## config.mk

```make
export PLATFORM = sky130hd
export DESIGN_NAME = ipv4_dotted_text_parser
export DESIGN_NICKNAME = d
export VERILOG_FILES = /design/src/hdl/ipv4p_pkg.sv /design/src/hdl/ipv4_dotted_text_parser.sv
export SDC_FILE = /design/constraint.sdc
export NUM_CORES = 1
export LEC_CHECK = 0
export ABC_AREA = 1
export BUFFER_PORTS_ARGS = -buffer_cell sky130_fd_sc_hd__buf_4
export CAP_MARGIN = 10
export CORE_MARGIN = 3
export CORE_UTILIZATION = 43
export CTS_CLUSTER_DIAMETER = 200
export DETAILED_ROUTE_END_ITERATION = 6
export GPL_TIMING_DRIVEN = 0
export PLACE_DENSITY_LB_ADDON = 0.2
export SETUP_SLACK_MARGIN = 0.1
export SYNTH_ARGS = -nofsm -noshare
export SYNTH_HDL_FRONTEND = slang
export SYNTH_SLANG_ARGS = --single-unit
export TNS_END_PERCENT = 10
```

## constraint.sdc

```tcl
create_clock -name clock -period 8.4 [get_ports clock]
set_input_delay 1.68 -clock clock [delete_from_list [all_inputs] [get_ports clock]]
set_output_delay 1.68 -clock clock [all_outputs]
set_load 0.02 [all_outputs]
```

## src/hdl/ipv4p_pkg.sv

```systemverilog
`timescale 1ns / 1ps

package ipv4p_pkg;

   // One character of the address text.
   typedef struct packed {
      logic [7:0] ch;
      logic       first;
   } req_type;

   // One parsed address.
   typedef struct packed {
      logic [31:0] address;
      logic        status;
   } rsp_type;

   localparam int unsigned MAX_CHARS_DEFAULT = 16;

   localparam logic [7:0] CHAR_NUL   = 8'h00;
   localparam logic [7:0] CHAR_DOT   = 8'h2E;
   localparam logic [7:0] CHAR_MINUS = 8'h2D;
   localparam logic [7:0] CHAR_ZERO  = 8'h30;

   // Longest part in characters, and the index of the last part.
   localparam logic [1:0] PART_CHARS = 2'd3;
   localparam logic [1:0] LAST_PART  = 2'd3;

   localparam logic STATUS_ERROR = 1'b0;
   localparam logic STATUS_OK    = 1'b1;

endpackage

```

## src/hdl/ipv4_dotted_text_parser.sv

```systemverilog
`timescale 1ns / 1ps

// Streaming parser for dotted-decimal IPv4 address text.
//
// The req_ channel carries one character per word, with a flag that marks the
// first character of a new string; that flag restarts the parser. Each part
// (up to three characters) is converted atoi-style: an optional leading minus,
// then value*10 + (ch - '0') per character, kept modulo 256. At most one rsp_
// word is produced per string: the 32-bit address with status 1 once the
// fourth part ends at a dot or terminator, or address 0 with status 0 on an
// empty part, a fourth character in a part, an early terminator or reaching
// MAX_CHARS characters. Characters after the result are ignored until the next
// first flag.
//
// One character is accepted every cycle while req_stall is low. The running
// parse state is updated at the accepting edge, and a result sits in the
// output register from the next cycle on. The output register holds its word
// while the receiver stalls; req_stall rises only while that register is full
// and stalled. After reset the block ignores characters until one arrives
// flagged as first.
module ipv4_dotted_text_parser #(
   parameter int unsigned MAX_CHARS = ipv4p_pkg::MAX_CHARS_DEFAULT
) (
   input  logic               clock,
   input  logic               reset,
   input  logic               req_valid,
   output logic               req_stall,
   input  ipv4p_pkg::req_type req_word,
   output logic               rsp_valid,
   input  logic               rsp_stall,
   output ipv4p_pkg::rsp_type rsp_word
);

   // The character counter only has to reach MAX_CHARS itself.
   localparam int unsigned CW = $clog2(MAX_CHARS + 1);

   logic [CW-1:0]      char_index_ff, char_index_in;
   logic [1:0]         part_length_ff, part_length_in;
   logic [1:0]         part_number_ff, part_number_in;
   logic [7:0]         part_value_ff, part_value_in;
   logic               part_negative_ff, part_negative_in;
   logic [31:0]        address_acc_ff, address_acc_in;
   logic               finished_ff, finished_in;
   logic               rsp_valid_ff, rsp_valid_in;
   ipv4p_pkg::rsp_type rsp_ff, rsp_in;

   logic               req_accept;
   logic               emit_c;

   // A new word can always be taken unless a finished result is held back.
   assign req_stall  = rsp_valid_ff & rsp_stall;
   assign req_accept = req_valid & ~req_stall;

   always_comb begin
      logic [CW-1:0] idx;
      logic [1:0]    len;
      logic [1:0]    pn;
      logic [7:0]    pv;
      logic          neg;
      logic [31:0]   acc;
      logic          fin;
      logic [7:0]    val;
      logic [31:0]   acc_new;
      logic [7:0]    ch;

      // A first flag clears the parse before its own character is handled.
      ch  = req_word.ch;
      idx = req_word.first ? '0    : char_index_ff;
      len = req_word.first ? 2'd0  : part_length_ff;
      pn  = req_word.first ? 2'd0  : part_number_ff;
      pv  = req_word.first ? 8'd0  : part_value_ff;
      neg = req_word.first ? 1'b0  : part_negative_ff;
      acc = req_word.first ? 32'd0 : address_acc_ff;
      fin = req_word.first ? 1'b0  : finished_ff;

      val     = neg ? 8'(8'd0 - pv) : pv;
      acc_new = acc | (32'(val) << {~pn, 3'b000});

      char_index_in    = char_index_ff;
      part_length_in   = part_length_ff;
      part_number_in   = part_number_ff;
      part_value_in    = part_value_ff;
      part_negative_in = part_negative_ff;
      address_acc_in   = address_acc_ff;
      finished_in      = finished_ff;
      emit_c           = 1'b0;
      rsp_in.address   = 32'd0;
      rsp_in.status    = ipv4p_pkg::STATUS_ERROR;

      if (req_accept) begin
         char_index_in    = idx;
         part_length_in   = len;
         part_number_in   = pn;
         part_value_in    = pv;
         part_negative_in = neg;
         address_acc_in   = acc;
         finished_in      = fin;
         if (!fin) begin
            if (idx >= CW'(MAX_CHARS)) begin
               emit_c = 1'b1;
            end else if (ch == ipv4p_pkg::CHAR_DOT || ch == ipv4p_pkg::CHAR_NUL) begin
               if (len == 2'd0) begin
                  emit_c = 1'b1;
               end else if (pn == ipv4p_pkg::LAST_PART) begin
                  emit_c         = 1'b1;
                  rsp_in.address = acc_new;
                  rsp_in.status  = ipv4p_pkg::STATUS_OK;
               end else if (ch == ipv4p_pkg::CHAR_NUL) begin
                  // The string ended before its fourth part.
                  emit_c = 1'b1;
               end else begin
                  address_acc_in   = acc_new;
                  part_number_in   = pn + 2'd1;
                  part_length_in   = 2'd0;
                  part_value_in    = 8'd0;
                  part_negative_in = 1'b0;
                  char_index_in    = idx + CW'(1);
               end
            end else if (len == ipv4p_pkg::PART_CHARS) begin
               emit_c = 1'b1;
            end else begin
               // Only a minus that opens its part is a sign; any other
               // character is folded in as a digit, whatever it is.
               if (len == 2'd0 && ch == ipv4p_pkg::CHAR_MINUS) begin
                  part_negative_in = 1'b1;
               end else begin
                  part_value_in = {pv[4:0], 3'b000} + {pv[6:0], 1'b0} + ch
                                  - ipv4p_pkg::CHAR_ZERO;
               end
               part_length_in = len + 2'd1;
               char_index_in  = idx + CW'(1);
            end
            if (emit_c) begin
               finished_in = 1'b1;
            end
         end
      end

      rsp_valid_in = emit_c | (rsp_valid_ff & rsp_stall);
   end

   always_ff @(posedge clock) begin
      if (reset) begin
         char_index_ff    <= '0;
         part_length_ff   <= 2'd0;
         part_number_ff   <= 2'd0;
         part_value_ff    <= 8'd0;
         part_negative_ff <= 1'b0;
         address_acc_ff   <= 32'd0;
         finished_ff      <= 1'b1;
         rsp_valid_ff     <= 1'b0;
      end else begin
         char_index_ff    <= char_index_in;
         part_length_ff   <= part_length_in;
         part_number_ff   <= part_number_in;
         part_value_ff    <= part_value_in;
         part_negative_ff <= part_negative_in;
         address_acc_ff   <= address_acc_in;
         finished_ff      <= finished_in;
         rsp_valid_ff     <= rsp_valid_in;
      end
   end

   // The result word is loaded only when a new result is made; the accept
   // condition already guarantees the register is free or being drained.
   always_ff @(posedge clock) begin
      if (emit_c) begin
         rsp_ff <= rsp_in;
      end
   end

   assign rsp_valid = rsp_valid_ff;
   assign rsp_word  = rsp_ff;

`ifndef SYNTHESIS
   // Every result closes the string: nothing more until the next first flag.
   a_finish_after_result : assert property (@(posedge clock) disable iff (reset)
      emit_c |=> finished_ff)
      else $error("parser not finished after giving a result");

   // A finished string without a new first flag never yields a result.
   a_quiet_when_finished : assert property (@(posedge clock) disable iff (reset)
      req_accept && finished_ff && !req_word.first |-> !emit_c)
      else $error("result produced for an already finished string");

   // An error result always carries a zero address.
   a_error_zero_address : assert property (@(posedge clock) disable iff (reset)
      rsp_valid_ff && rsp_ff.status == ipv4p_pkg::STATUS_ERROR
         |-> rsp_ff.address == 32'd0)
      else $error("error result with non-zero address");

   // The character counter never runs past the limit.
   a_index_bounded : assert property (@(posedge clock) disable iff (reset)
      char_index_ff <= CW'(MAX_CHARS))
      else $error("character counter beyond limit");
`endif

endmodule

```

## Word-level counts from Yosys, hierarchy flattened

Index checks and enable logic that the tools add are counted.

| cells by class | value |
|---|---|
| add/subtract/negate cells | 7 |
| order comparisons | 1 |
| equality and inequality tests | 4 |
| shifts and indexed selects | 1 |
| mux-type cells | 63 |
| bitwise operators | 9 |
| reductions and logical operators | 6 |

Operators by type and width:

| operator | number |
|---|---|
| 32-bit two-way mux | 7 |
| 8-bit two-way mux | 10 |
| 5-bit two-way mux | 8 |
| 32-bit OR | 1 |
| 8-bit by 5-bit << shifter with 32-bit output | 1 |
| 2-bit two-way mux | 15 |
| 1-bit two-way mux | 23 |
| 8-bit adder | 2 |
| 8-bit by 6-bit equality test with 1-bit output (second input constant) | 2 |
| 8-bit zero test | 1 |
| 1-bit by 8-bit subtractor with 8-bit output (first input constant) | 1 |
| 8-bit by 6-bit subtractor with 8-bit output (second input constant) | 1 |
| 6-bit OR reduction | 1 |
| 5-bit by 1-bit adder with 5-bit output (second input constant) | 1 |
| 5-bit greater-or-equal comparator (second input constant) | 1 |
| 5-bit OR reduction | 1 |
| 2-bit by 1-bit adder with 2-bit output (second input constant) | 2 |
| 2-bit equality test (second input constant) | 2 |
| 1-bit NOT | 4 |
| 1-bit bitwise AND | 2 |
| 2-bit zero test | 1 |
| 2-bit NOT | 1 |
| 1-bit logical AND | 1 |
| 1-bit logical OR | 1 |
| 1-bit OR | 1 |

| word-level totals | value |
|---|---|
| bits in registers | 85 |
| logic and storage cells | 101 |

## Longest topological paths before layout

| logic depth | value |
|---|---|
| word-level depth | 11 |
| gate-level depth with buffers | 20 |

## Least setup slack after synthesis

OpenSTA, ideal clock, no wires.

| timing path | value |
|---|---|
| path kind | input port to flip-flop |
| start point | input req_word[0] in the netlist's numbering |
| end point | register part_value_ff[7] |
| library setup time | 0.132 ns |
| data arrival time | 4.105 ns |
| data required time | 8.268 ns |
| setup slack | 4.163 ns |
| stages on the path | 19 |
| buffers on the path | 0 |
| cells stage by stage | inv_2 nand2_2 xor2_1 inv_1 ha_1 a31o_2 fa_1 inv_1 fa_1 o21ai_0 nand2_1 nand2_1 nand3_1 nand3_1 nand2_1 nand2_1 nand2_1 nand2_1 a21oi_1 |

| between the ends | value |
|---|---|
| word-level cells in the longest chain between the ends | 9 |
| elaborated cells between the ends (all ways) | 21 |
| those cells by class | 3 x add/sub; 1 x order compare; 2 x eq/ne; 13 x mux; 2 x reduce/logical |

RTL lines:

| what | RTL line | source |
|---|---|---|
| start: declaration | ipv4_dotted_text_parser.sv:28 | `input ipv4p_pkg::req_type req_word,` |
| 8-bit two-way mux | ipv4_dotted_text_parser.sv:71 | `pv = req_word.first ? 8'd0 : part_value_ff;` |
| 8-bit adder (2 in series) | ipv4_dotted_text_parser.sv:127 | `part_value_in = {pv[4:0], 3'b000} + {pv[6:0], 1'b0} + ch` |
| 8-bit by 6-bit subtractor with 8-bit output | ipv4_dotted_text_parser.sv:128 | `- ipv4p_pkg::CHAR_ZERO;` |
| 8-bit two-way mux | ipv4_dotted_text_parser.sv:124 | `if (len == 2'd0 && ch == ipv4p_pkg::CHAR_MINUS) begin` |
| 8-bit two-way mux | ipv4_dotted_text_parser.sv:119 | `end else if (len == ipv4p_pkg::PART_CHARS) begin` |
| 8-bit two-way mux | ipv4_dotted_text_parser.sv:101 | `end else if (ch == ipv4p_pkg::CHAR_DOT \|\| ch == ipv4p_pkg::CHAR_NUL) begin` |
| 8-bit two-way mux | ipv4_dotted_text_parser.sv:99 | `if (idx >= CW'(MAX_CHARS)) begin` |
| 8-bit two-way mux * | ipv4_dotted_text_parser.sv:98 | `if (!fin) begin` |
| end signal: assignment | ipv4_dotted_text_parser.sv:156 | `part_value_ff <= part_value_in;` |
| end: declaration | ipv4_dotted_text_parser.sv:40 | `logic [7:0] part_value_ff, part_value_in;` |

Every way passes the cells marked *; elsewhere a longest branch is shown, timed or not.
A chain may end at the register's enable or synchronous reset.

## Worst setup path in the final report

Ends and elaborated chain as after synthesis.

==> out/metrics.yaml <==
run_status:
  status: "finished, final reports clean"
global_route:
  antenna_found_initial: 0
  grt_pass1_wl_mm: 22.7
  grt_pass1_vias: 4537
  grt_usage_pct: 21.9
  grt_overflow_total: 0
  grt_max_degree: 34
clock_tree:
  cts_setup_buffers: 0
  postCtsHoldBufs: 0
  cts_buffers: 9
  clk_pin_slew_ns: 0.06
  clock-sinks: 85
  cts_max_level: 3
  tritoncts: "done"
  root_buffer: "clkbuf_16"
  cts-resized-gates: 0
  clkLatencyLatePin_ns: 0.34
  clockBufferDepth: 2
cells_and_area:
  fillCellCount: 1073
  seqCellArea_um2: 2030
  layout.nets: 771
  num_antenna_cells: 0
  area_delta_synth_final_pct: 18.1
  multiInputGateArea_um2: 2380
  drive_gt1_share_pct: 12.9
timing:
  period_minus_slack_ns: 4.42
  maxSlewViolCount: 0
  hold_violations: 0
  finalCritPeriodShare_pct: 52.6
  max_slew_margin_pct: 55.6
  fin_tns_setup_ns: 0
  fin_skew_ns: 0.00773
  holdWs_ns: 0.465
  clock.fmax_mhz: 226
  setup_violations: 0
  rsz0062_at_grt: "false"
  worst_pin_slew_ns: 0.667
pwr:
  peakVddDrop_mv: 0.108
  powerDensity_nw_per_um2: 176
  leakage_nw: 2.40
detailed_routing:
  routedWlPerCell_um: 15.3
  drt_first_pass_iters: 5
  drc_errors: 0
  final_antenna_net_count: 0
  vias: 4793
  avgViaCountPerCell: 5.42
  drt_iter0_drc: 382
  wl_mm: 13.6
synthesis:
  synth_edf_count: 33
  ys.flop_type: "dfxtp_1"
  synth.most_common_cell: "nand2_1"
  synth.cells.most_frequent: "179 x nand2_1, 81 x a21oi_1, 77 x inv_1, 52 x dfxtp_1, 50 x nor2_1"
  yosysSeqAreaShare_pct: 41.6
  syn_inst: 682
  synth_area_leaders: "dfxtp_1 21%, edfxtp_1 20%, nand2_1 14%"
  ys_seq_elements: 85
  syn_area_um2: 4880
  synthArstFlopShare_pct: 0
  syn_nets: 713
  yosysUniqueCellTypes: 33
  ys_warn_count: 0
  syn_area_per_cell_um2: 7.16
  yosysTopAreaCell: "dfxtp_1"
  synth_top_area_share_pct: 21.3
floorplanning:
  io_pins: 48
  rows: 38
  die_area_um2: 12700
  die_h_um: 113
  die_w_um: 113
  initial_core_util_pct: 44.5
  coreArea_um2: 11000
critical_path:
  r2r_start: "part_number_ff[1]"
  cp_max_fo: 9
  startpoint_type: "input port"
  reg2reg_depth: 14
  critPathArrivalTime_ns: 4.62
  startpoint: "req_word[0]"
  path_class: "input port to register"
  endpoint_kind: "register"
  worst-endpoint-required_ns: 8.60
placed_design:
  post-dp-hpwl_mm: 9.92
  place_congestion: 0.888
  io_buffers: 46
run:
  maxCapViolations: 0
worst_hold_path:
  min_path_cells: 2
  hold_path_startpoint: "address_acc_ff[31]"
  worstHoldPathType: "register to register"
per-layer routing:
metal | wire length, um | share of wire (%) | global-route usage (%) | vias up
met2 | 6330 | 47 | 35.1 | 197
met3 | 952 | 7.0 | 3.67 | 36
li1 | - | - | - | 2372
met1 | 5880 | 43 | 29.2 | 2188
met5 | 0 | 0 | 0 | -
met4 | 393 | 2.9 | 9.70 | 0
kinds of logic (layout without fill, tap and decap cells):
logic type,Yosys count,after routing,share of synthesized area (%)
AOI/OAI and AO/OA,156,156,16.6
adders and majority gates,18,18,5.23
xor gates and xnor gates,3,3,0.538
buffers and inverters,118,181,9.58
DFF,85,85,41.6
and+or+nand+nor,302,302,26.4
metrics by stage:
stage          area (um2)  instances  worst slack, ns  util [%]  power [mW]
2_1_floorplan        4880        682             4.16         -       0.542
3_3_place_gp         5400        868             3.68      49.2       0.576
3_5_place_dp         5400        868             3.57      49.2       0.580
4_1_cts              5740        884             3.91      52.2        1.02
5_1_grt              5770        885             3.71      52.5        1.06
6_report             5770        885             3.98      52.5        1.02
power breakdown:
group          internal, mW  leakage [nW]  switching, mW  total [mW]
Clock                 0.277         0.166          0.165       0.443
Sequential            0.436         0.655        0.00774       0.444
Combinational        0.0439          1.58         0.0856       0.130
Total                 0.757          2.40          0.259        1.02
layout by cell type (no fill, tap or decap), types with 2 or more instances in the layout:
master	count
edfxtp_1	33
nand4_1	13
buf_1	2
inv_1	77
nand2_1	179
o21ai_0	48
nand3_1	42
xor2_1	2
a31oi_1	12
nor2_1	50
clkbuf_1	19
clkinv_4	2
a21oi_1	81
inv_2	11
o21ai_1	10
fa_1	4
nor3_1	7
nand2_2	4
buf_2	5
buf_4	49
clkbuf_16	9
bufinv_16	2
dfxtp_1	52
ha_1	14
clkbuf_8	2
nor2_4	3
worst max-delay path, cell delays in order:
cell and delay, ns:
buf_4 0.14, inv_2 0.19, nand2_2 0.18, xor2_1 0.16
inv_1 0.05, ha_1 0.18, a31o_2 0.23, fa_1 0.51
inv_1 0.07, fa_1 0.46, o21ai_0 0.17, nand2_1 0.06
nand2_1 0.08, nand3_1 0.08, nand3_1 0.09, nand2_1 0.06
nand2_1 0.06, nand2_1 0.05, nand2_1 0.05, a21oi_1 0.06
registers in the layout, summed over array words and instances (netlist names):
signal            flops
part_negative_ff      1
part_value_ff         8
char_index_ff         5
rsp_word             33
address_acc_ff       32
part_number_ff        2
finished_ff           1
rsp_valid             1
part_length_ff        2
final cells by class:
type | count | area share [%]
Multi-Input combinational cell | 479 | 41.3
Sequential cell | 85 | 35.2
Tap cell | 140 | 3.04
Inverter | 88 | 5.73
Clock inverter | 5 | 1.43
Timing Repair Buffer | 47 | 6.47
Clock buffer | 11 | 4.38
Buffer | 30 | 2.39
path summary, 6_finish.rpt:
kind              slack [ns]                 end
setup / recovery        3.98    part_value_ff[7]
hold / removal          0.47  address_acc_ff[31]
setup reg to reg        5.25        rsp_word[17]
hold reg to reg         0.47  address_acc_ff[31]
Power figures use the tool's default switching activity.
